==> config.mk <==
export PLATFORM = sky130hd
export DESIGN_NAME = utf8_wellformed_checker_unit
export DESIGN_NICKNAME = d
export VERILOG_FILES = /design/src/hw/rtl/utf8wf_pkg.sv /design/src/hw/rtl/utf8_wellformed_checker_unit.sv /design/src/hw/rtl/utf8wf_regs.sv /design/src/hw/rtl/utf8wf_core.sv
export SDC_FILE = /design/constraint.sdc
export NUM_CORES = 1
export LEC_CHECK = 0
export BUFFER_PORTS_ARGS = -buffer_cell sky130_fd_sc_hd__buf_4
export CORE_ASPECT_RATIO = 1.5
export CORE_MARGIN = 2
export CORE_UTILIZATION = 40
export CTS_BUF_LIST = sky130_fd_sc_hd__clkbuf_2
export CTS_CLUSTER_DIAMETER = 40
export DETAILED_ROUTE_END_ITERATION = 16
export PLACE_DENSITY = 0.68
export SKIP_LAST_GASP = 1
export SYNTH_ARGS = -nofsm -noshare
export SYNTH_HDL_FRONTEND = slang
export SYNTH_HIERARCHICAL = 1
export SYNTH_SLANG_ARGS = --single-unit
export TNS_END_PERCENT = 30
==> constraint.sdc <==
create_clock -name clk -period 4.3 [get_ports clk]
set_input_delay 0.43 -clock clk [delete_from_list [all_inputs] [get_ports clk]]
set_output_delay 0.43 -clock clk [all_outputs]
set_load 0.05 [all_outputs]
==> src/hw/rtl/utf8wf_pkg.sv <==
// shared types and constants of the utf-8 well-formedness checker
`default_nettype none
package utf8wf_pkg;

  // register map
  localparam int unsigned ADDR_BITS = 3;
  localparam int unsigned DATA_BITS = 32;
  localparam logic [ADDR_BITS-1:0] REG_MAX_LENGTH = 3'h0;
  localparam logic [15:0] MAX_LENGTH_RESET = 16'hFFFF;

  // byte pattern masks
  localparam logic [7:0] MASK_CONT = 8'hC0;
  localparam logic [7:0] PAT_CONT  = 8'h80;
  localparam logic [7:0] MASK_TWO  = 8'hE0;
  localparam logic [7:0] PAT_TWO   = 8'hC0;
  localparam logic [7:0] MASK_THR  = 8'hF0;
  localparam logic [7:0] PAT_THR   = 8'hE0;
  localparam logic [7:0] MASK_FOUR = 8'hF8;
  localparam logic [7:0] PAT_FOUR  = 8'hF0;
  localparam logic [7:0] TERM_BYTE = 8'h00;

  // byte handed from the input register to the checker core
  typedef struct packed {
    logic       fire;
    logic [7:0] data;
  } utf8wf_issue_t;

endpackage
`default_nettype wire

==> src/hw/rtl/utf8_wellformed_checker_unit.sv <==
// top level of the utf-8 well-formedness checker
`default_nettype none
// Checks a zero-terminated string for well-formed UTF-8, one byte per
// transfer, and gives one result (verdict and error position) per string,
// on the terminating zero byte. Throughput is one byte per cycle: a byte
// is held in the input register until the state update of the core
// consumes it; a terminator's result is then written to the result
// register, from which it can be taken. Nonzero bytes never wait on
// the result side; a terminator waits only while a previous result is
// held by a stall. Checking is lax: overlong forms and surrogates pass.
// max_length (byte address 0) sets the length limit, clipped to what
// COUNT_BITS can count.
module utf8_wellformed_checker_unit #(
  parameter int unsigned COUNT_BITS = 16
) (
  input  wire logic                              clk,
  input  wire logic                              rst_n,
  input  wire logic                              in_valid,
  output logic                                   in_stall,
  input  wire logic [7:0]                        in_data_byte,
  output logic                                   out_valid,
  input  wire logic                              out_stall,
  output logic                                   out_string_ok,
  output logic      [15:0]                       out_error_position,
  input  wire logic                              psel,
  input  wire logic                              penable,
  input  wire logic                              pwrite,
  input  wire logic [utf8wf_pkg::ADDR_BITS-1:0]  paddr,
  input  wire logic [utf8wf_pkg::DATA_BITS-1:0]  pwdata,
  output logic      [utf8wf_pkg::DATA_BITS-1:0]  prdata,
  output logic                                   pready
);
  import utf8wf_pkg::*;

  logic          in_full_r, in_full_nxt;
  logic [7:0]    in_data_r;
  logic          accept, slot_free;
  logic [15:0]   max_length;
  utf8wf_issue_t issue;

  // input register handshake
  assign issue.data = in_data_r;
  assign issue.fire = in_full_r && ((in_data_r != TERM_BYTE) || slot_free);
  assign in_stall   = in_full_r && !issue.fire;
  assign accept     = in_valid && !in_stall;

  always_comb begin
    in_full_nxt = in_full_r;
    if (accept) begin
      in_full_nxt = 1'b1;
    end else if (issue.fire) begin
      in_full_nxt = 1'b0;
    end
  end

  always_ff @(posedge clk) begin
    if (!rst_n) begin
      in_full_r <= 1'b0;
    end else begin
      in_full_r <= in_full_nxt;
    end
    if (accept) begin
      in_data_r <= in_data_byte;
    end
  end

  // configuration registers
  utf8wf_regs u_regs (
    .clk        (clk),
    .rst_n      (rst_n),
    .psel       (psel),
    .penable    (penable),
    .pwrite     (pwrite),
    .paddr      (paddr),
    .pwdata     (pwdata),
    .prdata     (prdata),
    .pready     (pready),
    .max_length (max_length)
  );

  // checker core
  utf8wf_core #(
    .COUNT_BITS (COUNT_BITS)
  ) u_core (
    .clk                (clk),
    .rst_n              (rst_n),
    .max_length         (max_length),
    .issue              (issue),
    .slot_free          (slot_free),
    .out_valid          (out_valid),
    .out_stall          (out_stall),
    .out_string_ok      (out_string_ok),
    .out_error_position (out_error_position)
  );

endmodule
`default_nettype wire

==> src/hw/rtl/utf8wf_regs.sv <==
// configuration register bank on an apb-style port
`default_nettype none
module utf8wf_regs (
  input  wire logic                              clk,
  input  wire logic                              rst_n,
  input  wire logic                              psel,
  input  wire logic                              penable,
  input  wire logic                              pwrite,
  input  wire logic [utf8wf_pkg::ADDR_BITS-1:0]  paddr,
  input  wire logic [utf8wf_pkg::DATA_BITS-1:0]  pwdata,
  output logic      [utf8wf_pkg::DATA_BITS-1:0]  prdata,
  output logic                                   pready,
  output logic      [15:0]                       max_length
);
  import utf8wf_pkg::*;

  logic [15:0] max_length_r;
  logic        hit;

  // word decode, byte offset ignored
  assign hit = (paddr[ADDR_BITS-1:2] == REG_MAX_LENGTH[ADDR_BITS-1:2]);

  // register write on the access cycle
  always_ff @(posedge clk) begin
    if (!rst_n) begin
      max_length_r <= MAX_LENGTH_RESET;
    end else if (psel && penable && pwrite && pready && hit) begin
      max_length_r <= pwdata[15:0];
    end
  end

  // read back
  always_comb begin
    prdata = '0;
    if (hit) begin
      prdata = {{(DATA_BITS-16){1'b0}}, max_length_r};
    end
  end

  assign pready     = 1'b1;
  assign max_length = max_length_r;

endmodule
`default_nettype wire

==> src/hw/rtl/utf8wf_core.sv <==
// string state, per-byte classification and result register
`default_nettype none
module utf8wf_core #(
  parameter int unsigned COUNT_BITS = 16
) (
  input  wire logic                      clk,
  input  wire logic                      rst_n,
  input  wire logic [15:0]               max_length,
  input  wire utf8wf_pkg::utf8wf_issue_t issue,
  output logic                           slot_free,
  output logic                           out_valid,
  input  wire logic                      out_stall,
  output logic                           out_string_ok,
  output logic [15:0]                    out_error_position
);
  import utf8wf_pkg::*;

  localparam int unsigned WIDE = (COUNT_BITS > 16) ? COUNT_BITS : 16;
  localparam logic [COUNT_BITS-1:0] CNT_MAX = {COUNT_BITS{1'b1}};

  logic [1:0]            pend_r, pend_nxt;
  logic [COUNT_BITS-1:0] count_r, count_nxt;
  logic                  failed_r, failed_nxt;
  logic [COUNT_BITS-1:0] fail_pos_r, fail_pos_nxt;
  logic                  out_valid_r, out_valid_nxt;
  logic                  ok_r, ok_nxt;
  logic [15:0]           pos_r, pos_nxt;

  logic [WIDE-1:0] max_w, cnt_max_w, lim_w, count_w, fail_w;
  logic            at_limit, is_term, is_cont, good;
  logic [1:0]      pend_upd;

  // effective length limit, clipped to the counter range
  assign max_w     = WIDE'(max_length);
  assign cnt_max_w = WIDE'(CNT_MAX);
  assign lim_w     = (max_w > cnt_max_w) ? cnt_max_w : max_w;
  assign count_w   = WIDE'(count_r);
  assign fail_w    = WIDE'(fail_pos_r);
  assign at_limit  = (count_w >= lim_w);

  assign is_term   = (issue.data == TERM_BYTE);
  assign slot_free = !out_valid_r || !out_stall;

  // byte classification
  always_comb begin
    is_cont  = ((issue.data & MASK_CONT) == PAT_CONT);
    pend_upd = pend_r;
    good     = 1'b1;
    if (is_cont) begin
      good = (pend_r != 2'd0);
      if (good) begin
        pend_upd = pend_r - 2'd1;
      end
    end else begin
      good = (pend_r == 2'd0);
      if (!issue.data[7]) begin
        pend_upd = pend_r;
      end else if ((issue.data & MASK_TWO) == PAT_TWO) begin
        pend_upd = 2'd1;
      end else if ((issue.data & MASK_THR) == PAT_THR) begin
        pend_upd = 2'd2;
      end else if ((issue.data & MASK_FOUR) == PAT_FOUR) begin
        pend_upd = 2'd3;
      end else begin
        good = 1'b0;
      end
    end
  end

  // next string state and result
  always_comb begin
    pend_nxt      = pend_r;
    count_nxt     = count_r;
    failed_nxt    = failed_r;
    fail_pos_nxt  = fail_pos_r;
    ok_nxt        = ok_r;
    pos_nxt       = pos_r;
    out_valid_nxt = out_valid_r && out_stall;
    if (issue.fire) begin
      if (is_term) begin
        out_valid_nxt = 1'b1;
        if (failed_r) begin
          ok_nxt  = 1'b0;
          pos_nxt = fail_w[15:0];
        end else if (pend_r != 2'd0 || at_limit) begin
          ok_nxt  = 1'b0;
          pos_nxt = count_w[15:0];
        end else begin
          ok_nxt  = 1'b1;
          pos_nxt = 16'd0;
        end
        pend_nxt     = 2'd0;
        count_nxt    = '0;
        failed_nxt   = 1'b0;
        fail_pos_nxt = '0;
      end else if (!failed_r && !at_limit) begin
        pend_nxt  = pend_upd;
        count_nxt = count_r + COUNT_BITS'(1);
        if (!good) begin
          failed_nxt   = 1'b1;
          fail_pos_nxt = count_r;
        end
      end
    end
  end

  // state and result registers
  always_ff @(posedge clk) begin
    if (!rst_n) begin
      pend_r      <= 2'd0;
      count_r     <= '0;
      failed_r    <= 1'b0;
      fail_pos_r  <= '0;
      out_valid_r <= 1'b0;
    end else begin
      pend_r      <= pend_nxt;
      count_r     <= count_nxt;
      failed_r    <= failed_nxt;
      fail_pos_r  <= fail_pos_nxt;
      out_valid_r <= out_valid_nxt;
    end
    ok_r  <= ok_nxt;
    pos_r <= pos_nxt;
  end

  assign out_valid          = out_valid_r;
  assign out_string_ok      = ok_r;
  assign out_error_position = pos_r;

endmodule
`default_nettype wire
### Word level (Yosys, flattened, before mapping)

Cells that the tools add are included.

* output and inout bits: 52
* register bits: 78
* bits of input ports: 50

* muxes and demuxes: 30
* bitwise logic cells: 1
* equality and inequality tests: 6
* reduce and logical (&&, ||, !) cells: 29
* add/subtract/negate cells: 2
* order comparisons: 2

Operators with widths (number)
* $mux W16: 9
* $add A16 B1 Y16 const B: 1
* $ge A16 B16 Y1: 1
* $gt A16 B16 Y1 const B: 1
* $mux W2: 8
* $mux W1: 13
* $logic_and A1 B1 Y1: 8
* $logic_not A8 Y1: 1
* $reduce_bool A8 Y1: 1
* $logic_not A1 Y1: 6
* $reduce_bool A2 Y1: 3
* $eq A5 B5 Y1 const B: 1
* $reduce_and A5 Y1: 1
* $reduce_bool A5 Y1: 1
* $eq A4 B4 Y1 const B: 1
* $reduce_and A2 Y1: 2
* $eq A3 B3 Y1 const B: 1
* $logic_or A1 B1 Y1: 3
* $ne A3 B2 Y1 const B: 1
* $reduce_and A3 Y1: 1
* $reduce_bool A3 Y1: 1
* $eq A2 B2 Y1 const B: 1
* $logic_not A2 Y1: 1
* $ne A2 B1 Y1 const B: 1
* 2 further kinds: 2

### Logic depth before layout (Yosys ltp)

* word-level depth: 9
* mapped depth: 10

### Hierarchy

The synthesis kept the hierarchy.

By module, submodules not included
* utf8wf_core: sequential area each 1231.2 sq um, cells each 270, area an instance 2778.9 sq um, times used 1
* utf8wf_regs: sequential area each 320.3 sq um, cells each 106, area an instance 987.2 sq um, times used 1
* utf8_wellformed_checker_unit: sequential area each 260.2 sq um, cells each 17, area an instance 316.6 sq um, times used 1

### Least setup slack after synthesis

Ideal clock, no wire load.

* path kind: register to register
* from: register u_core.out_valid_r, in the netlist u_core/out_valid
* to: register u_core.fail_pos_r[10]
* arrival time: 2.050 ns
* period minus slack after synthesis: 2.166 ns
* stages on the path, launching flop included: 10
* slack: 2.134 ns
* data required time: 4.183 ns
* buffers on the path: 2
* cell sequence: dfxtp_1 -> nand2_1 -> nor4_2 -> a31oi_1 -> and4_1 -> a21boi_2 -> and4_1 -> buf_4 -> buf_6 -> a22o_1

RTL lines
* start: declaration: line utf8wf_core.sv:25 `logic out_valid_r, out_valid_nxt;`
* start signal: assignment: line utf8wf_core.sv:120 `out_valid_r <= out_valid_nxt;`
* end signal: assignment: line utf8wf_core.sv:119 `fail_pos_r <= fail_pos_nxt;`
* end: declaration: line utf8wf_core.sv:24 `logic [COUNT_BITS-1:0] fail_pos_r, fail_pos_nxt;`

### Final worst setup path

* from: register u_core.count_r[14]
* to: register u_core.fail_pos_r[1]

* word-level cells in the longest chain between the ends: 5

Ends and longest elaborated chain
* start: declaration: line utf8wf_core.sv:22 `logic [COUNT_BITS-1:0] count_r, count_nxt;`
* start signal: assignment: line utf8wf_core.sv:117 `count_r <= count_nxt;`
* $ge A16 B16 Y1: line utf8wf_core.sv:39 `assign at_limit = (count_w >= lim_w);`
* $logic_not A1 Y1: line utf8wf_core.sv:96 `end else if (!failed_r && !at_limit) begin`
* $logic_and A1 B1 Y1: line utf8wf_core.sv:96
* $reduce_bool A2 Y1 (no source line)
* $reduce_and A3 Y1 (no source line)

Every way passes these cells.
A chain may end at the register's enable or synchronous reset.

==> flow_metrics.py <==
metrics = {
    "run_status": {
        "status": "finished, final reports clean",
    },
    "worst_setup_path": {
        "start_kind": "flop",
        "critical_path.endpoint_type": "flop",
        "cp_slowest_cell": "and4_1",
        "worst-setup-path-type": "flop to flop",
        "cpMostUsedCell": "and4_1",
        "crit_required_ns": 4.80,
        "crit_chain": "ha_1, a21o_1, o21ai_1, and4_1, a21boi_2, and4_1, a22o_1",
        "cp.arrival_ns": 3.44,
        "crit_path_max_incr_delay_ns": 0.68,
        "path_max_fanout": 16,
    },
    "yosys": {
        "synth_top_area_cell": "dfxtp_1",
        "synth-edff-count": 25,
        "ys_ff_latch": 78,
        "seq_area_frac_synth_pct": 44.4,
        "ys_warn_count": 6,
        "synth.avg_cell_area_um2": 10.4,
        "async_flop_share_pct": 0,
        "ys.flop_type": "dfxtp_1",
        "synth_cells": 393,
        "synth_top_area_share_pct": 26.0,
        "ys_types": 52,
        "mappedNetlistArea_um2": 4080,
        "synth_area_leaders": "dfxtp_1 (26%), edfxtp_1 (18%), a22o_1 (6.9%), nor2b_1 (6.7%), mux2i_1 (6.1%)",
    },
    "clock_network": {
        "cts_buffers": 9,
        "cts_tree": "yes",
        "post_cts_buffers": 0,
        "clkLatencyLatePin_ns": 0.57,
        "path_clk_slew_ns": 0.23,
        "htree_levels": 3,
        "clockBufferDepth": 2,
        "cts_hold_buf": 0,
        "cts_root_buffer": "clkbuf_2",
        "cts_resized": 0,
        "clock-sinks": 78,
    },
    "routing": {
        "first_pass_iters": 4,
        "routed_wl_um": 7790,
        "vias_per_cell": 5.13,
        "ant_nets": 0,
        "avgRoutedWirePerCell_um": 13.5,
        "drt-initial-drc-count": 116,
        "vias": 2966,
        "drc": 0,
    },
    "power": {
        "p_leak_nw": 2.16,
        "ir_drop_uv": 190,
        "power_frac_comb_pct": 13.0,
        "p_sw_share_pct": 28.0,
        "p_int_w": 0.00104,
        "p_seq_share_pct": 54.7,
        "p_sw_w": 0.000403,
        "p_clk_share_pct": 32.4,
        "power.density_nw_per_um2": 305,
    },
    "job": {
        "maxCapViolCount": 0,
    },
    "finish": {
        "drive_above_1_share_pct": 23.0,
        "nets": 523,
        "fillCellCount": 978,
        "seq_area_um2": 1810,
        "multiInputGateArea_um2": 1960,
        "area_growth_pct": 15.4,
        "finish.instance_area_um2": 4710,
    },
    "timing": {
        "rsz0062_at_grt": "false",
        "timing.final.crit_share_pct": 68.3,
        "fmax_ghz": 0.340,
        "drv_slew": 0,
        "relSlewSlack_pct": 32.9,
        "finalSetupTns_ns": 0,
        "min_period_ns": 2.94,
        "fin_worst_skew_ns": 0.0279,
        "finalSetupViolCount": 0,
        "hold_viol_final": 0,
        "tightest_slew_ns": 1.00,
        "hold_ws_ns": 0.0354,
    },
    "global_routing": {
        "grt_max_degree": 57,
        "grt_pass1_wl_um": 13100,
        "grt_pass1_vias": 2817,
        "grt_usage_pct": 14.8,
        "antenna_found_initial": 1,
        "grt_overflow_total": 0,
    },
    "die": {
        "die-area_um2": 11000,
        "initial_core_util_pct": 40.7,
        "die_x_um": 86.5,
        "die_y_um": 128,
        "io_pins": 102,
        "coreArea_um2": 10000,
        "num_rows": 45,
    },
    "place": {
        "port_buffers": 66,
        "gp_congestion": 0.795,
        "place_area_um2": 4500,
        "post-dp-hpwl_um": 5700,
    },
    "min_path": {
        "hold_path_class": "input pin to flop",
    },
}
-- metal layers --
metal | vias up | share of wire (%) | global-route usage, %
li1 | 1520 | - | -
met2 | 65 | 51 | 25.1
met5 | - | 0 | 0
met3 | 15 | 3.9 | 2.70
met1 | 1366 | 43 | 17.8
met4 | 0 | 2.1 | 7.17
-- power groups by stage --
stage | sequential (W) | clock (W) | combinational [W]
after floorplan | 0.000796 | 0 | 0.000152
after detailed placement | 0.000802 | 0 | 0.000183
after global routing | 0.000790 | 0.000509 | 0.000201
after CTS | 0.000787 | 0.000480 | 0.000183
after global placement | 0.000801 | 0 | 0.000181
final | 0.000786 | 0.000466 | 0.000187
-- placed cells by master (no fill, tap or decap), drive strengths merged, types with 2 or more instances in the layout --
cell,n
nor2,5
and2b,6
nor3,3
nand3,17
o211ai,2
mux2i,25
a211oi,2
dfxtp,53
conb,17
dlygate4sd3,6
o2111ai,11
buf,67
inv,25
a22o,32
a21oi,7
a31oi,3
nor2b,44
or2,9
nor4,2
and3,5
bufinv,2
edfxtp,25
o21ai,8
nand2,26
ha,18
a2111o,5
clkbuf,10
and4,5
a21boi,4
-- worst paths after layout --
kind                                        start                                end  slack (ns)  cells after the start
setup / recovery  u_core/count_r[14]$_SDFFE_PN0P_  u_core/fail_pos_r[1]$_SDFFE_PN0P_        1.36                      7
setup reg to reg  u_core/count_r[14]$_SDFFE_PN0P_  u_core/fail_pos_r[1]$_SDFFE_PN0P_        1.36                      7
hold reg to reg     u_core/pend_r[0]$_SDFFE_PN0P_      u_core/pend_r[0]$_SDFFE_PN0P_        0.51                      2
hold / removal                    in_data_byte[5]             in_data_r[5]$_DFFE_PP_        0.04                      1
-- synth_stat cells (2+ instances only) --
| master | count |
|---|---|
| clkbuf_8 | 3 |
| a21oi_1 | 6 |
| ha_1 | 18 |
| a21boi_0 | 3 |
| o2111ai_1 | 11 |
| clkbuf_1 | 7 |
| buf_4 | 18 |
| a31oi_1 | 3 |
| nor2_1 | 5 |
| inv_1 | 23 |
| o211ai_1 | 2 |
| or2_2 | 9 |
| nor3_1 | 3 |
| mux2i_1 | 25 |
| a2111o_1 | 5 |
| dfxtp_1 | 53 |
| and3_1 | 4 |
| and4_1 | 4 |
| a211oi_1 | 2 |
| buf_6 | 3 |
| a22o_1 | 32 |
| and2b_2 | 6 |
| edfxtp_1 | 25 |
| o21ai_0 | 7 |
| conb_1 | 2 |
| buf_2 | 4 |
| nand3_1 | 17 |
| nand2_1 | 26 |
| nor2b_1 | 44 |
-- final cells by class --
class / instances / area share, %
Multi-Input combinational cell: 270 / 41.5
Sequential cell: 78 / 38.5
Timing Repair Buffer: 73 / 12.0
Tap cell: 117 / 3.11
Clock inverter: 6 / 1.99
Inverter: 23 / 1.83
Clock buffer: 10 / 1.06
Antenna cell: 1 / 0.0531
-- state kept, by name (all words and copies together), names as in the netlist --
signal                     flops
in_full_r                      1
u_core/count_r                16
u_core/out_string_ok           1
in_data_r                      8
u_core/out_valid               1
u_core/out_error_position     16
u_core/pend_r                  2
u_regs/max_length             16
u_core/fail_pos_r             16
u_core/failed_r                1
-- cell families after synthesis --
group	count (synthesis)	synth area share, %
other	2	0.184
buffers and inverters	60	9.10
DFF	78	44.4
AOI/OAI and AO/OA	82	16.5
muxes	25	6.13
adders and majority gates	18	5.52
and+or+nand+nor	128	18.2
-- metrics by stage --
step / instances / util [%] / setup WS, ns / total power (W)
2_1_floorplan: 408 / - / 2.13 / 0.000947
3_3_place_gp: 555 / 44.9 / 1.30 / 0.000982
3_5_place_dp: 555 / 44.9 / 1.29 / 0.000984
4_1_cts: 571 / 46.4 / 1.34 / 0.00145
5_1_grt: 578 / 47.0 / 0.971 / 0.00150
6_report: 578 / 47.0 / 1.36 / 0.00144
-- worst max-delay path: cells and delay by family (launching register included) --
kind / cells / cell delay [ns]
AO/OA/AOI/OAI: 4 / 1.16
AND/OR/NAND/NOR: 2 / 0.90
flip-flops: 1 / 0.50
adder cells (fa/ha/maj): 1 / 0.31
No activity file was read; power rests on OpenSTA's default activity.
